$ cat src/rtl/bbc_pkg.sv
`timescale 1ns / 1ps

package bbc_pkg;

    localparam int STACK_DEPTH     = 1024;
    localparam int STACK_ADDR_BITS = (STACK_DEPTH > 1) ? $clog2(STACK_DEPTH) : 1;
    localparam int STACK_CNT_BITS  = $clog2(STACK_DEPTH + 1);
    localparam int LINE_BITS       = 16;

    localparam logic [LINE_BITS-1:0] LINE_MAX = {LINE_BITS{1'b1}};
    localparam logic [LINE_BITS-1:0] LINE_ONE = LINE_BITS'(1);

    localparam logic [7:0] CH_LF     = 8'h0A;
    localparam logic [7:0] CH_SLASH  = 8'h2F;
    localparam logic [7:0] CH_STAR   = 8'h2A;
    localparam logic [7:0] CH_BSLASH = 8'h5C;
    localparam logic [7:0] CH_DQUOTE = 8'h22;
    localparam logic [7:0] CH_SQUOTE = 8'h27;
    localparam logic [7:0] CH_BTICK  = 8'h60;
    localparam logic [7:0] CH_LPAREN = 8'h28;
    localparam logic [7:0] CH_RPAREN = 8'h29;
    localparam logic [7:0] CH_LBRACK = 8'h5B;
    localparam logic [7:0] CH_RBRACK = 8'h5D;
    localparam logic [7:0] CH_LBRACE = 8'h7B;
    localparam logic [7:0] CH_RBRACE = 8'h7D;

    localparam int NUM_KINDS = 3;

    typedef logic [1:0] kind_t;

    typedef enum logic [1:0] {
        MODE_NORMAL,
        MODE_LINE_COMMENT,
        MODE_BLOCK_COMMENT,
        MODE_LITERAL
    } scan_mode_t;

    typedef enum logic [1:0] {
        ST_BALANCED,
        ST_UNEXPECTED,
        ST_MISMATCH,
        ST_UNCLOSED
    } status_t;

    typedef struct packed {
        logic [7:0] text_byte;
        logic       is_last;
    } text_req_t;

    typedef struct packed {
        logic [1:0]  status;
        logic [15:0] fault_line;
        logic [7:0]  found_char;
        logic [7:0]  expected_closer;
        logic [7:0]  opener_char;
        logic [15:0] opener_line;
    } result_req_t;

    typedef struct packed {
        logic  push;
        logic  close;
        kind_t kind;
    } scan_action_t;

    typedef struct packed {
        logic                 push;
        logic                 pop;
        logic                 clear;
        kind_t                kind;
        logic [LINE_BITS-1:0] line;
    } stack_cmd_t;

    typedef struct packed {
        logic                 nonempty;
        kind_t                kind;
        logic [LINE_BITS-1:0] line;
    } stack_view_t;

    typedef struct packed {
        kind_t                kind;
        logic [LINE_BITS-1:0] line;
    } stack_entry_t;

    localparam int ENTRY_BITS = $bits(stack_entry_t);

    function automatic logic [7:0] opener_byte(input kind_t k);
        logic [7:0] b;
        unique case (k)
            2'd0:    b = CH_LPAREN;
            2'd1:    b = CH_LBRACK;
            2'd2:    b = CH_LBRACE;
            default: b = CH_LPAREN;
        endcase
        return b;
    endfunction

    function automatic logic [7:0] closer_byte(input kind_t k);
        logic [7:0] b;
        unique case (k)
            2'd0:    b = CH_RPAREN;
            2'd1:    b = CH_RBRACK;
            2'd2:    b = CH_RBRACE;
            default: b = CH_RPAREN;
        endcase
        return b;
    endfunction

    function automatic logic [7:0] quote_byte(input kind_t k);
        logic [7:0] b;
        unique case (k)
            2'd0:    b = CH_DQUOTE;
            2'd1:    b = CH_SQUOTE;
            2'd2:    b = CH_BTICK;
            default: b = 8'h00;
        endcase
        return b;
    endfunction

endpackage

$ cat src/rtl/bbc_scanner.sv
`timescale 1ns / 1ps

module bbc_scanner
    import bbc_pkg::*;
(
    input  logic                 clk,
    input  logic                 rst_n,
    input  logic [7:0]           text_byte,
    input  logic                 advance,
    input  logic                 clear,
    output scan_action_t         action,
    output logic [LINE_BITS-1:0] line
);

    scan_mode_t           mode_reg, mode_next;
    kind_t                quote_kind_reg, quote_kind_next;
    logic                 escape_pending_reg, escape_pending_next;
    logic                 slash_pending_reg, slash_pending_next;
    logic                 star_pending_reg, star_pending_next;
    logic [LINE_BITS-1:0] line_reg, line_next;

    always_ff @(posedge clk or negedge rst_n)
    begin
        if (!rst_n)
        begin
            mode_reg           <= MODE_NORMAL;
            quote_kind_reg     <= '0;
            escape_pending_reg <= 1'b0;
            slash_pending_reg  <= 1'b0;
            star_pending_reg   <= 1'b0;
            line_reg           <= LINE_ONE;
        end
        else if (clear)
        begin
            mode_reg           <= MODE_NORMAL;
            quote_kind_reg     <= '0;
            escape_pending_reg <= 1'b0;
            slash_pending_reg  <= 1'b0;
            star_pending_reg   <= 1'b0;
            line_reg           <= LINE_ONE;
        end
        else if (advance)
        begin
            mode_reg           <= mode_next;
            quote_kind_reg     <= quote_kind_next;
            escape_pending_reg <= escape_pending_next;
            slash_pending_reg  <= slash_pending_next;
            star_pending_reg   <= star_pending_next;
            line_reg           <= line_next;
        end
    end

    always_comb
    begin
        logic done;
        logic hit;
        done                = 1'b0;
        hit                 = 1'b0;
        mode_next           = mode_reg;
        quote_kind_next     = quote_kind_reg;
        escape_pending_next = escape_pending_reg;
        slash_pending_next  = slash_pending_reg;
        star_pending_next   = star_pending_reg;
        line_next           = line_reg;
        action              = '0;

        // a pending slash either opens a comment or falls through
        if (slash_pending_reg)
        begin
            slash_pending_next = 1'b0;
            if (text_byte == CH_SLASH)
            begin
                mode_next = MODE_LINE_COMMENT;
                done      = 1'b1;
            end
            else if (text_byte == CH_STAR)
            begin
                mode_next = MODE_BLOCK_COMMENT;
                done      = 1'b1;
            end
        end

        if (!done && star_pending_reg)
        begin
            star_pending_next = 1'b0;
            if (text_byte == CH_SLASH)
            begin
                mode_next = MODE_NORMAL;
                done      = 1'b1;
            end
        end

        // escaped byte is swallowed, line feed included
        if (!done && escape_pending_reg)
        begin
            escape_pending_next = 1'b0;
            done                = 1'b1;
        end

        if (!done && text_byte == CH_LF)
        begin
            if (line_reg != LINE_MAX)
            begin
                line_next = line_reg + LINE_ONE;
            end
            if (mode_reg == MODE_LINE_COMMENT)
            begin
                mode_next = MODE_NORMAL;
            end
            done = 1'b1;
        end

        if (!done)
        begin
            unique case (mode_reg)
                MODE_LINE_COMMENT:
                begin
                end
                MODE_BLOCK_COMMENT:
                begin
                    if (text_byte == CH_STAR)
                    begin
                        star_pending_next = 1'b1;
                    end
                end
                MODE_LITERAL:
                begin
                    if (text_byte == CH_BSLASH)
                    begin
                        escape_pending_next = 1'b1;
                    end
                    else if (quote_kind_reg != 2'd3 &&
                             text_byte == quote_byte(quote_kind_reg))
                    begin
                        mode_next = MODE_NORMAL;
                    end
                end
                MODE_NORMAL:
                begin
                    if (text_byte == CH_SLASH)
                    begin
                        slash_pending_next = 1'b1;
                    end
                    else
                    begin
                        for (int k = 0; k < NUM_KINDS; k++)
                        begin
                            if (!hit && text_byte == quote_byte(kind_t'(k)))
                            begin
                                mode_next       = MODE_LITERAL;
                                quote_kind_next = kind_t'(k);
                                hit             = 1'b1;
                            end
                        end
                        for (int k = 0; k < NUM_KINDS; k++)
                        begin
                            if (!hit && text_byte == opener_byte(kind_t'(k)))
                            begin
                                action.push = 1'b1;
                                action.kind = kind_t'(k);
                                hit         = 1'b1;
                            end
                            if (!hit && text_byte == closer_byte(kind_t'(k)))
                            begin
                                action.close = 1'b1;
                                action.kind  = kind_t'(k);
                                hit          = 1'b1;
                            end
                        end
                    end
                end
                default:
                begin
                end
            endcase
        end
    end

    assign line = line_reg;

endmodule

$ cat config.mk
export PLATFORM = sky130hd
export DESIGN_NAME = bbc_scanner
export DESIGN_NICKNAME = d
export VERILOG_FILES = /design/src/rtl/bbc_pkg.sv /design/src/rtl/bbc_scanner.sv
export SDC_FILE = /design/constraint.sdc
export NUM_CORES = 1
export LEC_CHECK = 0
export BUFFER_PORTS_ARGS = -buffer_cell sky130_fd_sc_hd__buf_2
export CAP_MARGIN = 20
export CORE_ASPECT_RATIO = 0.7
export CORE_MARGIN = 2
export CORE_UTILIZATION = 25
export DETAILED_ROUTE_END_ITERATION = 6
export PLACE_DENSITY = 0.41
export RECOVER_POWER = 100
export SYNTH_ARGS = -nofsm -noshare
export SYNTH_HDL_FRONTEND = slang
export SYNTH_SLANG_ARGS = --single-unit
$ cat constraint.sdc
create_clock -name clk -period 2.8 [get_ports clk]
set_input_delay 0.42 -clock clk [delete_from_list [all_inputs] [get_ports clk]]
set_output_delay 0.42 -clock clk [all_outputs]
set_load 0.005 [all_outputs]
# == Word-level counts from Yosys, hierarchy flattened ==
# Index checks and enable logic that the tools add are counted.
# word_totals
reg_bits,23
in_bits,12
output_inout_bits,20
word_cells,189
# classes
addsub,1
n_eq_ne,23
n_mux,127
reduce_logical,32
# op_table
cell,count
two-way mux 8 bit,30
equality test 8 bit,10
two-way mux 16 bit,4
two-way mux 1 bit,59
two-way mux 2 bit,26
one-hot mux 7 bit (3 select lines),1
adder 16 x 1 -> 16 bit (second input constant),1
equality test 8 x 6 -> 1 bit (second input constant),2
inequality test 16 bit (second input constant),1
logical AND 1 bit,12
two-way mux 4 bit,3
logical NOT 1 bit,11
two-way mux 3 bit,3
equality test 8 x 4 -> 1 bit (second input constant),1
equality test 8 x 7 -> 1 bit (second input constant),1
nonzero test 2 bit,4
equality test 2 bit (second input constant),3
inequality test 2 bit (second input constant),3
AND reduction 5 bit,1
equality test 2 x 1 -> 1 bit (second input constant),2
logical NOT 2 bit,2
one-hot mux 2 bit (2 select lines),1
nonzero test 4 bit,1
AND reduction 3 bit,1

# == Logic depth before layout (Yosys ltp) ==
# Gate-level depths: netlist (run 1).
# logic_depth
word_depth,67
depth_mapped,9
mapped_depth_nobuf,6

# == Worst setup path before layout (run 1) ==
# OpenSTA, ideal clock, no wires.
# synth_path
path_type,register -> register
startpoint,register line_reg[1] (netlist: line[1])
endpoint,register line_reg[3] (netlist: line[3])
setup_time_ps,78
arrival_time_ps,2132
required_time_ps,2722
slack_ps,590
stages_incl_launch_ff,9
n_path_buf,2
synth_period_minus_slack_ps,2210
path_cell_list,dfrtp_1 ha_1 and2_1 buf_1 and3_1 a311o_1 buf_6 or4_1 a21oi_1
# synth_between
elab_chain_cells,5
word_cells_on_any_way,8
cone_classes,add/sub: 1; eq/ne: 1; mux: 4; reduce/logical: 2
# synth_rtl
element,line_no,text
"start, declared",bbc_scanner.sv:20,"logic [LINE_BITS-1:0] line_reg, line_next;"
"start signal, assigned",bbc_scanner.sv:49,line_reg <= line_next;
adder 16 x 1 -> 16 bit,bbc_scanner.sv:104,line_next = line_reg + LINE_ONE;
two-way mux 16 bit,bbc_scanner.sv:102,if (line_reg != LINE_MAX)
two-way mux 16 bit,bbc_scanner.sv:100,if (!done && text_byte == CH_LF)
two-way mux 16 bit,bbc_scanner.sv:42,else if (advance)
two-way mux 16 bit,bbc_scanner.sv:33,else if (clear)
# Parallel ways exist; a longest one is shown, timed or not. The select of a mux whose other input is x is not followed.
# A chain may end at the register's enable or synchronous reset.

# == Worst setup path after layout (run 1) ==
# layout_path
startpoint,input port text_byte[6]
endpoint,register line_reg[12] (netlist: line[12])
# layout_between
elab_chain_cells,14
word_cells_on_any_way,17
cone_classes,eq/ne: 3; mux: 6; reduce/logical: 8
# layout_rtl
element,line_no,text
"start, declared",bbc_scanner.sv:8,"input logic [7:0] text_byte,"
equality test 8 x 6 -> 1 bit,bbc_scanner.sv:76,else if (text_byte == CH_STAR)
two-way mux 1 bit,bbc_scanner.sv:76,
two-way mux 1 bit,bbc_scanner.sv:71,if (text_byte == CH_SLASH)
two-way mux 1 bit,bbc_scanner.sv:68,if (slash_pending_reg)
logical NOT 1 bit,bbc_scanner.sv:83,if (!done && star_pending_reg)
logical AND 1 bit,bbc_scanner.sv:83,
two-way mux 1 bit,bbc_scanner.sv:83,
logical NOT 1 bit,bbc_scanner.sv:94,if (!done && escape_pending_reg)
logical AND 1 bit,bbc_scanner.sv:94,
two-way mux 1 bit,bbc_scanner.sv:94,
logical NOT 1 bit,bbc_scanner.sv:100,
logical AND 1 bit (*),bbc_scanner.sv:100,
nonzero test 2 bit (no source line) (*),--,
AND reduction 3 bit (no source line) (*),--,
# Mark *: on every way between the ends. The rest lies on a longest branch, timed or not.

==> results.yml, run 1 <==
layout:
  instances_no_fill: 323
  final_area_sq_um: 2020
  largest_register_ffs: 16
  utilization: 0.299
  n_antenna_cell: 0
  syn_to_final_growth_pct: 15.6
  final_layout_size_suffix_gt1_frac: 0.144
  multi_input_area_sq_um: 1040
  fillers: 751
  final_nets: 247
  seq_area_sq_um: 577
drt:
  ant_nets: 0
  drt_wl_total_um: 4790
  drc: 0
  firstDrtPassIters: 4
  dr_total_vias: 1678
  avgViaCountPerCell: 5.20
  wl_per_cell_um: 14.8
  drtIter0Drc: 121
floorplan:
  initial_utilization: 0.259
  rows: 25
  die_area_sq_um: 7690
  fp.dieH_um: 74.0
  core_area_sq_um: 6760
  die_w_um: 104
  pin_count: 32
run_status:
  status: "completed"
clock_tree:
  cts_tree: "yes"
  cts_resized: 0
  clockBufferDepth: 2
  cts_hold_buffers: 0
  clockRootBuffer: "clkbuf_8"
  cts.sinks: 23
  cts_setup_buffers: 0
  clk_pin_slew_worst_paths_ns: 0.09
  htreeDepth: 1
  cts_buffers: 3
  insertion_delay_ns: 0.27
global_route:
  grt_pass1_vias: 1524
  grt_start_max_net_pins: 24
  antenna_found_initial: 0
  grt_pass1_wl_um: 8070
  grt_overflow: 0
  grt_usage: 0.129
timing:
  timing_hold_violations_final: 0
  finalSetupTns_ns: 0
  finClkSkew_ns: 0.00416
  fmax_ghz: 0.407
  rsz0062_at_grt: "false"
  slew_violations: 0
  worst_pin_slew_ns: 1.30
  finalCriticalPeriod_ns: 2.46
  worst_slack_ns: 0.345
  slew_headroom: 0.136
  hold_ws_ns: 0.415
  period_share: 0.877
  setup_violations: 0
worst_setup_path:
  critPathRequiredTime_ns: 2.99
  path_cells: "clkbuf_1, nor4b_4, nand2_1, a311o_1, clkbuf_2, or4_1, a21oi_1"
  cp_max_fo: 22
  slowest_delay_ns: 0.53
  path_buf_inv: 2
  slowest_stage: "or4_1"
  cp.arrival_ns: 2.65
  start_kind: "primary input"
  end_kind: "register"
  setup.worst_path.class: "in -> reg"
  crit_family: "simple AND/OR/NAND/NOR gates"
logic_synthesis:
  yosys_warnings: 0
  async_flop_share: 1.00
  syn_area_per_cell_sq_um: 8.70
  synth_area_sq_um: 1750
  ys_types: 54
  synth_nets: 218
  synth_edf_count: 0
  synth-main-ff-cell: "dfrtp_1"
  ys_ff_latch: 23
  synth_cells: 201
  ys_seq_area_frac: 0.330
power_and_ir_drop:
  leakage_nw: 0.743
  power_density_nw_per_um2: 306
  peakVddDrop_mv: 0.162
  p_total_uw: 619
placement:
  dp.cells: 319
  place_hpwl_um: 3470
  place_area_sq_um: 2010
  port_buffers: 31
  gp_congestion: 0.812
  post-place-ws_ns: 0.300
hold_path:
  hold_class: "in -> async"
flow_run:
  cap_viol_max_count: 0
power by group:
part,switching (mW),total [mW],internal [mW]
sequential,0.00163,0.334,0.333
clock,0.117,0.216,0.0996
combinational,0.0466,0.0685,0.0219
layer usage:
| metal | up-vias | global-route usage | part of all wire |
|---|---|---|---|
| met1 | 792 | 0.200 | 0.56 |
| met5 | - | 0 | 0 |
| li1 | 853 | - | - |
| met4 | 0 | 0.0180 | 0.0063 |
| met3 | 2 | 0.0245 | 0.025 |
| met2 | 31 | 0.190 | 0.41 |
placed cells by master, fill, tap and decap left out, types with 8 or more instances in the layout:
master / count
or4_1: 16
o31ai_1: 15
buf_2: 18
a21oi_1: 20
inv_1: 10
nor2_1: 9
nand3_1: 13
clkbuf_1: 14
dfrtp_1: 22
nand4_1: 8
nand2_1: 9
path summary, 6_finish.rpt:
check / startpoint / endpoint / slack [ns] / cells after the start
max: text_byte[6] / line[12] / 0.34 / 7
min: rst_n / line[10] / 0.41 / 1
max reg2reg: line[0] / line[12] / 0.46 / 7
min reg2reg: quote_kind_reg[1] / quote_kind_reg[1] / 0.56 / 2
max in group asynchronous: rst_n / line[14] / 1.63 / 1
min in group clk: advance / mode_reg[1] / 0.45 / 2
synthesized netlist by cell type, drive strengths merged, types with 2 or more instances:
library cell  instances  area, sq um
or3                   2         12.5
nand2b                3         18.8
or4b                  2         20.0
dfrtp                22          551
and2                  2         12.5
a21oi                20          100
clkbuf                3         11.3
and4                  2         17.5
buf                  14         82.6
ha                    5         62.6
o211ai                3         22.5
nand4                 8         50.1
a211oi                2         15.0
and3                  3         18.8
nor4b                 4         65.1
o21ai                 5         25.0
o31ai                15          113
or4                  16          120
nor4                  3         18.8
nor2                  9         33.8
nand2                 9         36.3
nand3                13         65.1
inv                  10         37.5
a31oi                 2         12.5
area by class of cell:
cell class,instances,share of cell area
well taps,94,0.0582
flip-flops and latches,23,0.285
inverters,10,0.0186
clock buffers,3,0.0204
repair buffers,41,0.102
multi-input cells,151,0.513
clock inverters,1,0.00248
kinds of logic (layout without fill, tap and decap cells):
family | count (synthesis) | count (layout) | share of synthesized area
AO/OA/AOI/OAI | 58 | 58 | 0.220
XOR/XNOR | 2 | 2 | 0.0100
adder cells (fa/ha/maj) | 5 | 5 | 0.0358
buffers and inverters | 27 | 55 | 0.0752
flip-flops | 23 | 23 | 0.330
multiplexers | 1 | 1 | 0.00573
AND/OR/NAND/NOR | 85 | 85 | 0.323
(Power assumes the default switching activity.)
==> inputs of run 2 (changes only) <==
CORE_UTILIZATION = 55   (was 25)
PLACE_DENSITY = 0.78   (was 0.41)
==> results.yml, run 2 (synthesized netlist as in run 1, its figures left out) <==
worst_setup_path:
  path_buf_inv: 2
  end_kind: "primary output"
  slowest_delay_ns: 0.44
  cp_max_fo: 4
  cp.arrival_ns: 2.14
  critPathRequiredTime_ns: 2.38
  crit_family: "compound AO/OA/AOI/OAI gates"
  setup.worst_path.class: "reg -> out"
  start_kind: "register"
  path_cells: "inv_1, o311a_1, a31o_1, nand4_1, a2111oi_0, clkbuf_1"
  slowest_stage: "a2111oi_0"
clock_tree:
  clk_pin_slew_worst_paths_ns: 0.08
  insertion_delay_ns: 0.26
  cts_buffers: 3
  htreeDepth: 1
  clockRootBuffer: "clkbuf_8"
  cts_tree: "yes"
  cts_hold_buffers: 0
  cts_resized: 0
  cts_setup_buffers: 0
  cts.sinks: 23
  clockBufferDepth: 2
floorplan:
  die_w_um: 71.4
  core_area_sq_um: 3080
  pin_count: 32
  die_area_sq_um: 3650
  initial_utilization: 0.567
  rows: 17
  fp.dieH_um: 51.2
power_and_ir_drop:
  peakVddDrop_mv: 0.284
  p_comb_frac: 0.110
  p_seq_frac: 0.551
  leakage_nw: 0.726
  intPower_uw: 456
  p_switching_uw: 151
  power_density_nw_per_um2: 315
  p_clk_frac: 0.338
  swShare: 0.249
drt:
  avgViaCountPerCell: 6.72
  drtIter0Drc: 189
  wl_per_cell_um: 16.8
  dr_total_vias: 1760
  drc: 0
  firstDrtPassIters: 5
  ant_nets: 0
  drt_wl_total_um: 4400
timing:
  setup_violations: 0
  finalCriticalPeriod_ns: 2.56
  worst_pin_slew_ns: 1.24
  fmax_ghz: 0.390
  worst_slack_ns: 0.238
  slew_violations: 0
  slew_headroom: 0.170
  period_share: 0.915
  finalSetupTns_ns: 0
  timing_hold_violations_final: 0
  finClkSkew_ns: 0.00195
  rsz0062_at_grt: "false"
layout:
  fillers: 257
  final_nets: 242
  n_antenna_cell: 0
  largest_register_ffs: 16
  final_cell_mix: "dfrtp_1, a21oi_1, buf_2"
  final_common_cell: "dfrtp_1"
  instances_no_fill: 262
  final_layout_size_suffix_gt1_frac: 0.138
  syn_to_final_growth_pct: 10.2
placement:
  port_buffers: 31
  place_hpwl_um: 3180
  gp_congestion: 0.892
  post-place-ws_ns: 0.194
  dp.cells: 258
global_route:
  grt_overflow: 0
  grt_usage: 0.257
  antenna_found_initial: 0
  grt_pass1_vias: 1583
  grt_start_max_net_pins: 39
  grt_pass1_wl_um: 7440
run_status:
  status: "completed"
hold_path:
  hold_class: "in -> async"
flow_run:
  cap_viol_max_count: 0
[run 2: final timing paths]
path | from | end | slack, ns | depth (start not counted)
worst max-delay path | escape_pending_reg | action[2] | 0.24 | 6
worst min-delay path | rst_n | line[11] | 0.40 | 1
worst max register to register | line[3] | line[3] | 0.28 | 6
worst min register to register | line[12] | line[12] | 0.57 | 2
max in group asynchronous | rst_n | line[5] | 1.67 | 1
min in group clk | advance | mode_reg[1] | 0.44 | 2
[run 2: per-layer routing]
layer,up-vias,routed length (um),track usage,share of wire
li1,835,-,-,-
met1,843,2030,0.384,0.46
met2,76,1940,0.380,0.44
met3,6,384,0.0572,0.087
met4,0,40,0.0503,0.0091
met5,-,0,0,0
[run 2: worst reg2reg max path, cell delays in order, from the launching register on]
cell and delay, ns:
dfrtp_1 0.44, and4_1 0.30, and4_1 0.36, a311o_1 0.88
buf_4 0.25, o31ai_1 0.07, a21oi_1 0.15
[run 2: area by class of cell]
class	count	area, sq um	area share
Clock buffer	4	45.0	0.0234
Inverter	10	37.5	0.0195
Sequential cell	23	577	0.300
Timing Repair Buffer	36	173	0.0897
Tap cell	38	47.5	0.0247
Multi-Input combinational cell	151	1050	0.543
[run 2: metrics by stage]
stage	area, sq um	hold WS (ns)	power [mW]	utilization
CTS	1950	0.137	0.611	0.631
floorplan	1750	0.124	0.380	-
finish	1930	0.399	0.607	0.624
global route	1930	0.451	0.634	0.624
detailed placement	1900	0.424	0.407	0.616
global placement	1900	0.417	0.404	0.616
[run 2: power by group through the flow]
stage	Clock, mW	Sequential (mW)	Combinational (mW)
2_1_floorplan	0	0.341	0.0395
5_1_grt	0.226	0.335	0.0733
3_5_place_dp	0	0.341	0.0661
3_3_place_gp	0	0.341	0.0633
6_report	0.205	0.334	0.0670
4_1_cts	0.210	0.334	0.0664
